==> src/rtl/umpd_pkg.sv <==
// ----------------------------------------------------------------------------
// umpd_pkg
// Shared constants, types and helpers of the USB-MIDI event packet decoder.
// ----------------------------------------------------------------------------
package umpd_pkg;

	localparam int SYSEX_MAX  = 256;
	localparam int LANES      = 4;
	localparam int SYSEX_ROWS = (SYSEX_MAX + LANES - 1) / LANES;
	localparam int ROW_W      = (SYSEX_ROWS > 1) ? $clog2(SYSEX_ROWS) : 1;
	localparam int COUNT_W    = $clog2(SYSEX_MAX + 1);

	typedef logic [7:0]  byte_t;
	typedef logic [31:0] word_t;
	typedef logic [2:0]  bcount_t;
	typedef logic [1:0]  len_t;
	typedef logic [3:0]  cin_t;

	// code index values
	localparam cin_t CIN_MISC        = 4'h0;
	localparam cin_t CIN_CABLE       = 4'h1;
	localparam cin_t CIN_SYS2        = 4'h2;
	localparam cin_t CIN_SYS3        = 4'h3;
	localparam cin_t CIN_SYSEX_START = 4'h4;
	localparam cin_t CIN_SYSEX_END1  = 4'h5;
	localparam cin_t CIN_SYSEX_END2  = 4'h6;
	localparam cin_t CIN_SYSEX_END3  = 4'h7;
	localparam cin_t CIN_NOTE_OFF    = 4'h8;
	localparam cin_t CIN_SINGLE_BYTE = 4'hF;

	localparam byte_t STATUS_NOTE_ON = 8'h90;
	localparam byte_t NOTE_ON_TO_OFF = 8'h10;
	localparam byte_t STATUS_SYSTEM  = 8'hF0;
	localparam byte_t STATUS_MTC     = 8'hF1;
	localparam byte_t STATUS_SPP     = 8'hF2;
	localparam byte_t STATUS_SONG    = 8'hF3;
	localparam byte_t STATUS_PROGRAM = 8'hC0;
	localparam byte_t STATUS_CHANNEL = 8'hE0;
	localparam byte_t STATUS_FIRST   = 8'h80;

	function automatic len_t status_length(input byte_t status);
		len_t len;
		if (status < STATUS_FIRST) len = 2'd0;
		else if (status < STATUS_PROGRAM) len = 2'd3;
		else if (status < STATUS_CHANNEL) len = 2'd2;
		else if (status < STATUS_SYSTEM) len = 2'd3;
		else if (status == STATUS_SPP) len = 2'd3;
		else if (status == STATUS_MTC || status == STATUS_SONG) len = 2'd2;
		else len = 2'd1;
		return len;
	endfunction

	// zero every byte at or above count
	function automatic word_t mask_bytes(input word_t w, input bcount_t count);
		word_t r;
		r = w;
		for (int i = 0; i < LANES; i++) begin
			if (3'(i) >= count) r[8*i +: 8] = 8'h00;
		end
		return r;
	endfunction

endpackage

==> src/rtl/umpd_if.sv <==
// ----------------------------------------------------------------------------
// umpd_if
// Valid/ready channels for event packets in and decoded messages out.
// ----------------------------------------------------------------------------
interface umpd_pkt_if import umpd_pkg::*; ();
	logic  valid;
	logic  ready;
	byte_t header;
	byte_t lead_byte;
	byte_t second_byte;
	byte_t third_byte;

	modport source (output valid, header, lead_byte, second_byte, third_byte,
		input ready);
	modport sink (input valid, header, lead_byte, second_byte, third_byte,
		output ready);
endinterface

interface umpd_msg_if import umpd_pkg::*; ();
	logic    valid;
	logic    ready;
	logic    message_kind;
	word_t   payload;
	bcount_t byte_count;
	logic    last_of_message;

	modport source (output valid, message_kind, payload, byte_count, last_of_message,
		input ready);
	modport sink (input valid, message_kind, payload, byte_count, last_of_message,
		output ready);
endinterface

==> src/rtl/umpd_ram.sv <==
// ----------------------------------------------------------------------------
// umpd_ram
// Generic simple dual-port RAM, one write port, registered read port.
// ----------------------------------------------------------------------------
module umpd_ram #(
	parameter int WIDTH = 8,
	parameter int DEPTH = 64
) (
	input  logic                                    clk,
	input  logic                                    we,
	input  logic [((DEPTH > 1) ? $clog2(DEPTH) : 1)-1:0] waddr,
	input  logic [WIDTH-1:0]                        wdata,
	input  logic [((DEPTH > 1) ? $clog2(DEPTH) : 1)-1:0] raddr,
	output logic [WIDTH-1:0]                        rdata
);

	logic [WIDTH-1:0] mem [DEPTH];

	always_ff @(posedge clk) begin
		if (we) mem[waddr] <= wdata;
		rdata <= mem[raddr];
	end

endmodule

==> src/rtl/usb_midi_packet_decoder_core.sv <==
// ----------------------------------------------------------------------------
// usb_midi_packet_decoder_core
// Decodes USB-MIDI class event packets into short messages and SysEx chunks.
// ----------------------------------------------------------------------------
// A packet transfer is accepted whenever the block is not draining a SysEx and
// the output register is empty or being taken. Channel, system and single-byte
// packets give one short message in the output register the cycle after (none
// for a lead byte below 80h with code index 8h to Fh). SysEx bytes are kept in
// four byte-lane RAMs of SYSEX_MAX/4 rows; after a SysEx end packet the drain
// first waits on the registered RAM read, then the first 4-byte chunk is loaded
// into the output register and the rest follow one per cycle while the sink
// takes them; no packet is accepted until the last chunk has been loaded. The store
// needs no clearing after reset; an overflowed SysEx is dropped with no result.
// ----------------------------------------------------------------------------
module usb_midi_packet_decoder_core import umpd_pkg::*; (
	input logic     clk,
	input logic     arst_n,
	umpd_pkt_if.sink   pkt,
	umpd_msg_if.source msg
);

	typedef enum logic [1:0] {
		ST_IDLE  = 2'b01,
		ST_DRAIN = 2'b10
	} state_t;

	state_t               state_q;
	logic [COUNT_W-1:0]   count_q;
	logic                 ovf_q;
	logic [COUNT_W-1:0]   total_q;
	logic [ROW_W-1:0]     row_q;
	logic                 rd_ok_q;

	logic                 out_valid_q;
	logic                 out_kind_q;
	word_t                out_payload_q;
	bcount_t              out_count_q;
	logic                 out_last_q;

	logic                 out_free;
	logic                 pkt_fire;
	logic                 out_fire;
	logic                 out_load;
	cin_t                 code;
	byte_t                pb [LANES];
	byte_t                sb0;
	len_t                 short_len;
	logic                 is_append;
	logic                 is_end;
	len_t                 app_n;
	logic [COUNT_W:0]     app_sum;
	logic                 append_ok;
	logic                 ovf_next;

	logic                 lane_we    [LANES];
	logic [ROW_W-1:0]     lane_waddr [LANES];
	byte_t                lane_wdata [LANES];
	byte_t                lane_rdata [LANES];
	logic [ROW_W-1:0]     rd_row;

	logic [COUNT_W-1:0]   remaining;
	bcount_t              chunk_n;
	logic                 chunk_last;
	logic                 chunk_take;
	word_t                chunk_word;

	assign out_free  = !out_valid_q || msg.ready;
	assign pkt.ready = (state_q == ST_IDLE) && out_free;
	assign pkt_fire  = pkt.valid && pkt.ready;
	assign out_fire  = out_valid_q && msg.ready;
	assign out_load  = (pkt_fire && short_len != 2'd0) || chunk_take;

	assign code  = pkt.header[3:0];
	assign pb[0] = pkt.lead_byte;
	assign pb[1] = pkt.second_byte;
	assign pb[2] = pkt.third_byte;
	assign pb[3] = 8'h00;

	// code index decode: short messages and SysEx appends
	always_comb begin
		sb0       = pkt.lead_byte;
		short_len = 2'd0;
		is_append = 1'b0;
		is_end    = 1'b0;
		app_n     = 2'd0;
		unique case (code) inside
			[CIN_NOTE_OFF:CIN_SINGLE_BYTE]: begin
				if (pkt.lead_byte[7:4] == STATUS_NOTE_ON[7:4] && pkt.third_byte == 8'h00) begin
					sb0       = pkt.lead_byte - NOTE_ON_TO_OFF;
					short_len = 2'd3;
				end else begin
					short_len = status_length(pkt.lead_byte);
				end
			end
			CIN_SYS2, CIN_SYS3: short_len = code[1:0];
			CIN_SYSEX_START: begin
				is_append = 1'b1;
				app_n     = 2'd3;
			end
			CIN_SYSEX_END1, CIN_SYSEX_END2, CIN_SYSEX_END3: begin
				is_append = 1'b1;
				is_end    = 1'b1;
				app_n     = code[1:0];
			end
			default: short_len = 2'd0;
		endcase
	end

	assign app_sum   = {1'b0, count_q} + (COUNT_W+1)'(app_n);
	assign append_ok = is_append && !ovf_q && (app_sum <= (COUNT_W+1)'(SYSEX_MAX));
	assign ovf_next  = !append_ok;

	// lane writes for the appended bytes
	always_comb begin
		for (int l = 0; l < LANES; l++) begin
			logic [1:0] off;
			off           = 2'(l) - count_q[1:0];
			lane_we[l]    = pkt_fire && append_ok && (off < app_n);
			lane_wdata[l] = pb[off];
			lane_waddr[l] = ROW_W'((count_q + COUNT_W'(off)) >> 2);
		end
	end

	// drain chunk
	assign remaining  = total_q - COUNT_W'({row_q, 2'b00});
	assign chunk_last = remaining <= COUNT_W'(LANES);
	assign chunk_n    = chunk_last ? bcount_t'(remaining) : bcount_t'(LANES);
	assign chunk_take = (state_q == ST_DRAIN) && rd_ok_q && out_free;
	assign chunk_word = {lane_rdata[3], lane_rdata[2], lane_rdata[1], lane_rdata[0]};
	assign rd_row     = chunk_take ? ROW_W'(row_q + 1'b1) : row_q;

	for (genvar l = 0; l < LANES; l++) begin : g_lane
		umpd_ram #(
			.WIDTH (8),
			.DEPTH (SYSEX_ROWS)
		) u_lane (
			.clk   (clk),
			.we    (lane_we[l]),
			.waddr (lane_waddr[l]),
			.wdata (lane_wdata[l]),
			.raddr (rd_row),
			.rdata (lane_rdata[l])
		);
	end

	always_ff @(posedge clk or negedge arst_n) begin
		if (!arst_n) begin
			state_q     <= ST_IDLE;
			count_q     <= '0;
			ovf_q       <= 1'b0;
			rd_ok_q     <= 1'b0;
			out_valid_q <= 1'b0;
		end else begin
			if (out_load) out_valid_q <= 1'b1;
			else if (out_fire) out_valid_q <= 1'b0;
			unique case (state_q)
				ST_IDLE: begin
					if (pkt_fire) begin
						if (short_len != 2'd0) begin
							out_kind_q    <= 1'b0;
							out_payload_q <= mask_bytes({8'h00, pkt.third_byte, pkt.second_byte, sb0},
								bcount_t'(short_len));
							out_count_q   <= bcount_t'(short_len);
							out_last_q    <= 1'b1;
						end
						if (is_end) begin
							count_q <= '0;
							ovf_q   <= 1'b0;
							if (!ovf_next) begin
								state_q <= ST_DRAIN;
								total_q <= COUNT_W'(app_sum);
								row_q   <= '0;
								rd_ok_q <= 1'b0;
							end
						end else if (is_append) begin
							if (append_ok) count_q <= COUNT_W'(app_sum);
							else ovf_q <= 1'b1;
						end
					end
				end
				ST_DRAIN: begin
					rd_ok_q <= 1'b1;
					if (chunk_take) begin
						out_kind_q    <= 1'b1;
						out_payload_q <= mask_bytes(chunk_word, chunk_n);
						out_count_q   <= chunk_n;
						out_last_q    <= chunk_last;
						row_q         <= ROW_W'(row_q + 1'b1);
						if (chunk_last) state_q <= ST_IDLE;
					end
				end
				default: state_q <= ST_IDLE;
			endcase
		end
	end

	assign msg.valid           = out_valid_q;
	assign msg.message_kind    = out_kind_q;
	assign msg.payload         = out_payload_q;
	assign msg.byte_count      = out_count_q;
	assign msg.last_of_message = out_last_q;

	a_drain_nonempty: assert property (@(posedge clk) disable iff (!arst_n)
		(state_q == ST_DRAIN) |-> (total_q != '0))
		else $error("drain with empty sysex");

	a_count_bound: assert property (@(posedge clk) disable iff (!arst_n)
		count_q <= COUNT_W'(SYSEX_MAX))
		else $error("sysex count past store size");

	a_full_chunk: assert property (@(posedge clk) disable iff (!arst_n)
		(out_valid_q && out_kind_q && !out_last_q) |-> (out_count_q == bcount_t'(LANES)))
		else $error("non-final sysex chunk not full");

	a_short_len: assert property (@(posedge clk) disable iff (!arst_n)
		(out_valid_q && !out_kind_q) |-> (out_count_q != 3'd0 && out_count_q <= 3'd3
			&& out_last_q))
		else $error("bad short message");

	a_drain_end: assert property (@(posedge clk) disable iff (!arst_n)
		(chunk_take && chunk_last) |=> (state_q == ST_IDLE))
		else $error("drain did not end on final chunk");

endmodule
==> src/flat_wrapper.sv <==
// flat-port wrapper written by rule: the top's interface ports become plain ports
module usb_midi_packet_decoder_core_flat import umpd_pkg::*;
  (clk, arst_n, pkt_valid, pkt_header, pkt_lead_byte, pkt_second_byte, pkt_third_byte, pkt_ready, msg_valid, msg_message_kind, msg_payload, msg_byte_count, msg_last_of_message, msg_ready);
  umpd_pkt_if pkt_i ();
  umpd_msg_if msg_i ();
  input logic clk;
  input logic arst_n;
  input wire logic [$bits(pkt_i.valid)-1:0] pkt_valid;
  input wire logic [$bits(pkt_i.header)-1:0] pkt_header;
  input wire logic [$bits(pkt_i.lead_byte)-1:0] pkt_lead_byte;
  input wire logic [$bits(pkt_i.second_byte)-1:0] pkt_second_byte;
  input wire logic [$bits(pkt_i.third_byte)-1:0] pkt_third_byte;
  output wire logic [$bits(pkt_i.ready)-1:0] pkt_ready;
  output wire logic [$bits(msg_i.valid)-1:0] msg_valid;
  output wire logic [$bits(msg_i.message_kind)-1:0] msg_message_kind;
  output wire logic [$bits(msg_i.payload)-1:0] msg_payload;
  output wire logic [$bits(msg_i.byte_count)-1:0] msg_byte_count;
  output wire logic [$bits(msg_i.last_of_message)-1:0] msg_last_of_message;
  input wire logic [$bits(msg_i.ready)-1:0] msg_ready;
  assign pkt_i.valid = pkt_valid;
  assign pkt_i.header = pkt_header;
  assign pkt_i.lead_byte = pkt_lead_byte;
  assign pkt_i.second_byte = pkt_second_byte;
  assign pkt_i.third_byte = pkt_third_byte;
  assign pkt_ready = pkt_i.ready;
  assign msg_valid = msg_i.valid;
  assign msg_message_kind = msg_i.message_kind;
  assign msg_payload = msg_i.payload;
  assign msg_byte_count = msg_i.byte_count;
  assign msg_last_of_message = msg_i.last_of_message;
  assign msg_i.ready = msg_ready;
  usb_midi_packet_decoder_core u_core (.clk(clk), .arst_n(arst_n), .pkt(pkt_i), .msg(msg_i));
endmodule
==> config.mk <==
export PLATFORM = sky130hd
export DESIGN_NAME = usb_midi_packet_decoder_core_flat
export DESIGN_NICKNAME = d
export VERILOG_FILES = /design/src/rtl/umpd_pkg.sv /design/src/rtl/umpd_if.sv /design/src/rtl/umpd_ram.sv /design/src/rtl/usb_midi_packet_decoder_core.sv /design/src/flat_wrapper.sv
export SDC_FILE = /design/constraint.sdc
export NUM_CORES = 2
export LEC_CHECK = 0
export ABC_AREA = 1
export BUFFER_PORTS_ARGS = -buffer_cell sky130_fd_sc_hd__buf_2
export CORE_MARGIN = 2
export CORE_UTILIZATION = 60
export DETAILED_ROUTE_END_ITERATION = 7
export GPL_ROUTABILITY_DRIVEN = 0
export PLACE_DENSITY_LB_ADDON = 0.2
export SYNTH_ARGS = -nofsm -noshare
export SYNTH_HDL_FRONTEND = slang
export SYNTH_HIERARCHICAL = 1
export SYNTH_SLANG_ARGS = --single-unit
==> constraint.sdc <==
create_clock -name clk -period 6.6 [get_ports clk]
set_input_delay 0.99 -clock clk [delete_from_list [all_inputs] [get_ports clk]]
set_output_delay 0.99 -clock clk [all_outputs]
set_load 0.05 [all_outputs]
==> results.md <==
| Metric | Reported |
|---|---|
| Post-synth top area cell | sky130_fd_sc_hd__edfxtp_1 |
| Total power draw | 32350 uW |
| Mean number of vias per cell | 6.009 |
| Avg Cell Area, Syn | 11.47 um^2 |
| Final worst clock skew | 0.02619 ns |
| Worst setup path start | pkt_header[2] |
| CTS Hold Buffers Added | 0 |
| Number of buffers between clock root and the deepest sink | 3 |
| Maximum net fanout on the critical path | 9 |
| Result of the run | finished clean |
| Share of the cycle needed by the critical path after routing | 0.8370 |
| Antenna violation net count after detailed routing | 0 |
| Hold crit path type | in2async |
| Antenna cells | 0 |
| Worst slack, placed | 0.4745 ns |
| CTS root buffer | sky130_fd_sc_hd__clkbuf_16 |
| Post-synthesis cell type count | 43 |
| Smallest setup slack after layout | 1.076 ns |
| # Max-Cap Violations | 0 |
| Switching fraction of total power | 0.2578 |
| Residual DRC | 0 |
| Worst rel slew slack | 0.09590 |
| Die area | 153000 um^2 |
| Area overhead of the layout relative to synthesis | 8.362% |
| Setup repair after global routing missed its margin | no |
| Area of the mapped netlist | 89920 um^2 |
| Cell internal pwr | 24010 uW |
| Post-layout instance count excluding filler cells | 9895 |
| Number of top-level pins | 75 |
| Top cells by area, synth | sky130_fd_sc_hd__edfxtp_1, sky130_fd_sc_hd__nand2_1, sky130_fd_sc_hd__nand3_1 |
| Proportion of layout cells with a drive suffix above 1 | 0.06955 |
| Setup CP Type | in2reg |
| Most common library cell in the layout ignoring fill and taps | sky130_fd_sc_hd__nand2_1 |
| Least-Margin Pin Slew | 1.356 ns |
| Crit path launch type | primary input |
| Number of antenna violations at the first check in global routing | 4 |
| Mapped Cells | 7837 |
| Final layout net count | 7844 |
| # placed instances | 9524 |
| Clock H-tree levels | 4 |
| Clock network fraction of total power | 0.343 |
| CTS Buf Count | 204 |
| Mapped Nets | 7895 |
| Leak | 0.03531 uW |
| Upper clock frequency limit | 0.1810 GHz |
| Register share of total power | 0.537 |
| Overall die width | 391.1 um |
| Fill cell total of the finished layout | 11010 |
| Yosys Warn Count | 6 |
| Post-synth top area share | 0.7013 |
| Clock latency on the worst-skew pair | 0.83 ns |
| Endpoint required time on the critical path | 7.05 ns |
| Iteration-0 DRC count of the detailed router | 7279 |
| Max-slew violation count | 0 |
| Overall track demand over capacity in global routing | 0.2866 |
| Wire length of the first global-routing pass | 331800 um |
| Effective utilization at floorplan | 0.6025 |
| Arrival time worst endpoint | 5.97 ns |
| Post-route minimum period | 5.524 ns |
| Psw | 8340 uW |
| Via count of the first global-routing pass | 56460 |
| Number of optimization iterations in the first detailed-route pass | 8 |
| Register bit total from synthesis | 2146 |
| Std-Cell Rows | 142 |
| Setup TNS | 0 ns |
| Clock-pin slew on the worst setup and hold paths | 0.07 ns |
| TritonCTS clock tree | built |
| Overall die height | 391.1 um |
| WHS | 0.09261 ns |
| Setup bufs post-CTS | 0 |
| R2r startpoint | u_core/count_q[0] |
| Number of hold violations in the final report | 0 |
| Detailed-route via count | 59460 |
| Fraction of power consumed by combinational cells | 0.121 |
| TritonCTS Sinks | 2146 |
| Area of the core | 149200 um^2 |
| Sequential element share of the synthesized area | 0.7123 |
| Power per standard cell area | 332.0 nW/um^2 |
| Quantity of I/O buffers inserted on ports | 70 |
| Average detailed-routed wire length per instance | 22.32 um |
| Final number of setup-violating endpoints | 0 |
| Largest net degree at the start of global routing | 196 |
| Largest voltage drop on the vdd net | 527.8 uV |
| Total grt overflow | 0 |
| WL final | 220800 um |
| Critical path capture point type | register |
| Number of gates resized after cts | 0 |
| HPWL Detailed | 129800 um |
| Commonest cells after routing, fill and taps aside | sky130_fd_sc_hd__nand2_1, sky130_fd_sc_hd__edfxtp_1, sky130_fd_sc_hd__nand3_1, sky130_fd_sc_hd__nor2_1, sky130_fd_sc_hd__clkbuf_16 |
==> stage by stage <==
step / utilization / area (um^2)
floorplan: - / 89920
global placement: 0.6108 / 91160
detailed placement: 0.6108 / 91160
CTS: 0.6529 / 97440
global route: 0.6529 / 97440
finish: 0.6529 / 97440
==> worst max-delay path, stage by stage <==
cell	delay, ns
sky130_fd_sc_hd__buf_2	0.09
sky130_fd_sc_hd__inv_1	0.08
sky130_fd_sc_hd__nor2_2	0.32
sky130_fd_sc_hd__inv_1	0.14
sky130_fd_sc_hd__a21oi_1	0.27
sky130_fd_sc_hd__ha_1	0.31
sky130_fd_sc_hd__inv_1	0.09
sky130_fd_sc_hd__fa_1	0.57
sky130_fd_sc_hd__nand2_1	0.07
sky130_fd_sc_hd__nor2_1	0.12
sky130_fd_sc_hd__nand2_1	0.06
sky130_fd_sc_hd__nor2_1	0.08
sky130_fd_sc_hd__nand2_1	0.07
sky130_fd_sc_hd__nand2_2	0.10
sky130_fd_sc_hd__nand3_1	0.31
sky130_fd_sc_hd__nor2_1	0.61
sky130_fd_sc_hd__nand4_1	0.68
sky130_fd_sc_hd__buf_4	0.41
sky130_fd_sc_hd__nor2_1	0.56
==> metal layers <==
| metal | GRT usage | vias to the layer above | wire (um) |
|---|---|---|---|
| li1 | - | 27290 | - |
| met1 | 0.4068 | 28640 | 88590 |
| met2 | 0.4477 | 3113 | 102200 |
| met3 | 0.06152 | 411 | 24080 |
| met4 | 0.08958 | 4 | 5939 |
| met5 | 0 | - | 22 |
==> cells in the mapped netlist (all sizes together) <==
cell,n
o211ai,1
ha,20
o21ai,69
a31oi,1
nor4,26
dfrtp,13
clkinv,2
o31ai,1
buf,401
nor3,16
and3,1
nand4,34
o21bai,1
clkbuf,69
a21oi,13
xnor2,2
nor2,287
edfxtp,2100
and2,1
mux2,1
inv,141
dfstp,1
dfxtp,32
fa,2
nand2,2730
o311ai,1
nand3,1850
xor2,21
==> final cells by class <==
class | instances | area [um^2] | area share
Timing Repair Buffer | 213 | 1587 | 0.01628
Clock buffer | 263 | 5431 | 0.05574
Multi-Input combinational cell | 5078 | 22510 | 0.2310
Clock inverter | 108 | 854.6 | 0.008770
Inverter | 143 | 574.3 | 0.005894
Sequential cell | 2146 | 64050 | 0.6573
Tap cell | 1944 | 2432 | 0.02496
==> registers in the layout (all words and copies together), names as in the netlist, 2 cells and up <==
name,count
u_core/g_lane.u_lane/rdata,32
u_core/g_lane.u_lane/mem,2048
u_core/count_q,9
u_core/msg.payload,32
u_core/state_q,2
u_core/msg.byte_count,3
u_core/total_q,9
u_core/row_q,6
==> logic make-up after synthesis <==
logic type	count (synthesis)	synth area share
multiplexers	1	0.0001252
adder cells (fa/ha/maj)	22	0.003228
AO/OA/AOI/OAI	87	0.004981
buffers and inverters	613	0.04234
flip-flops	2146	0.7123
XOR/XNOR	23	0.002324
AND/OR/NAND/NOR	4945	0.2347
==> path summary, 6_finish.rpt <==
path | end | slack, ns | cells past startpoint
worst min-delay path | u_core/count_q[2] | 0.09 | 1
min in group clk | u_core/rd_ok_q | 0.50 | 2
worst min register to register | u_core/rd_ok_q | 0.50 | 2
worst max register to register | u_core/g_lane[3].u_lane/mem[60][5] | 1.47 | 15
max in group asynchronous | u_core/state_q[0] | 6.16 | 1
worst max-delay path | u_core/g_lane[3].u_lane/mem[60][5] | 1.08 | 19
==> power by group through the flow <==
stage	Combinational [uW]	Clock [uW]	Sequential (uW)
CTS	3890	11200	17400
global route	4140	11700	17400
global placement	3780	0	17600
finish	3900	11100	17400
detailed placement	3880	0	17600
floorplan	1560	0	18000
(Power assumes the default switching activity.)
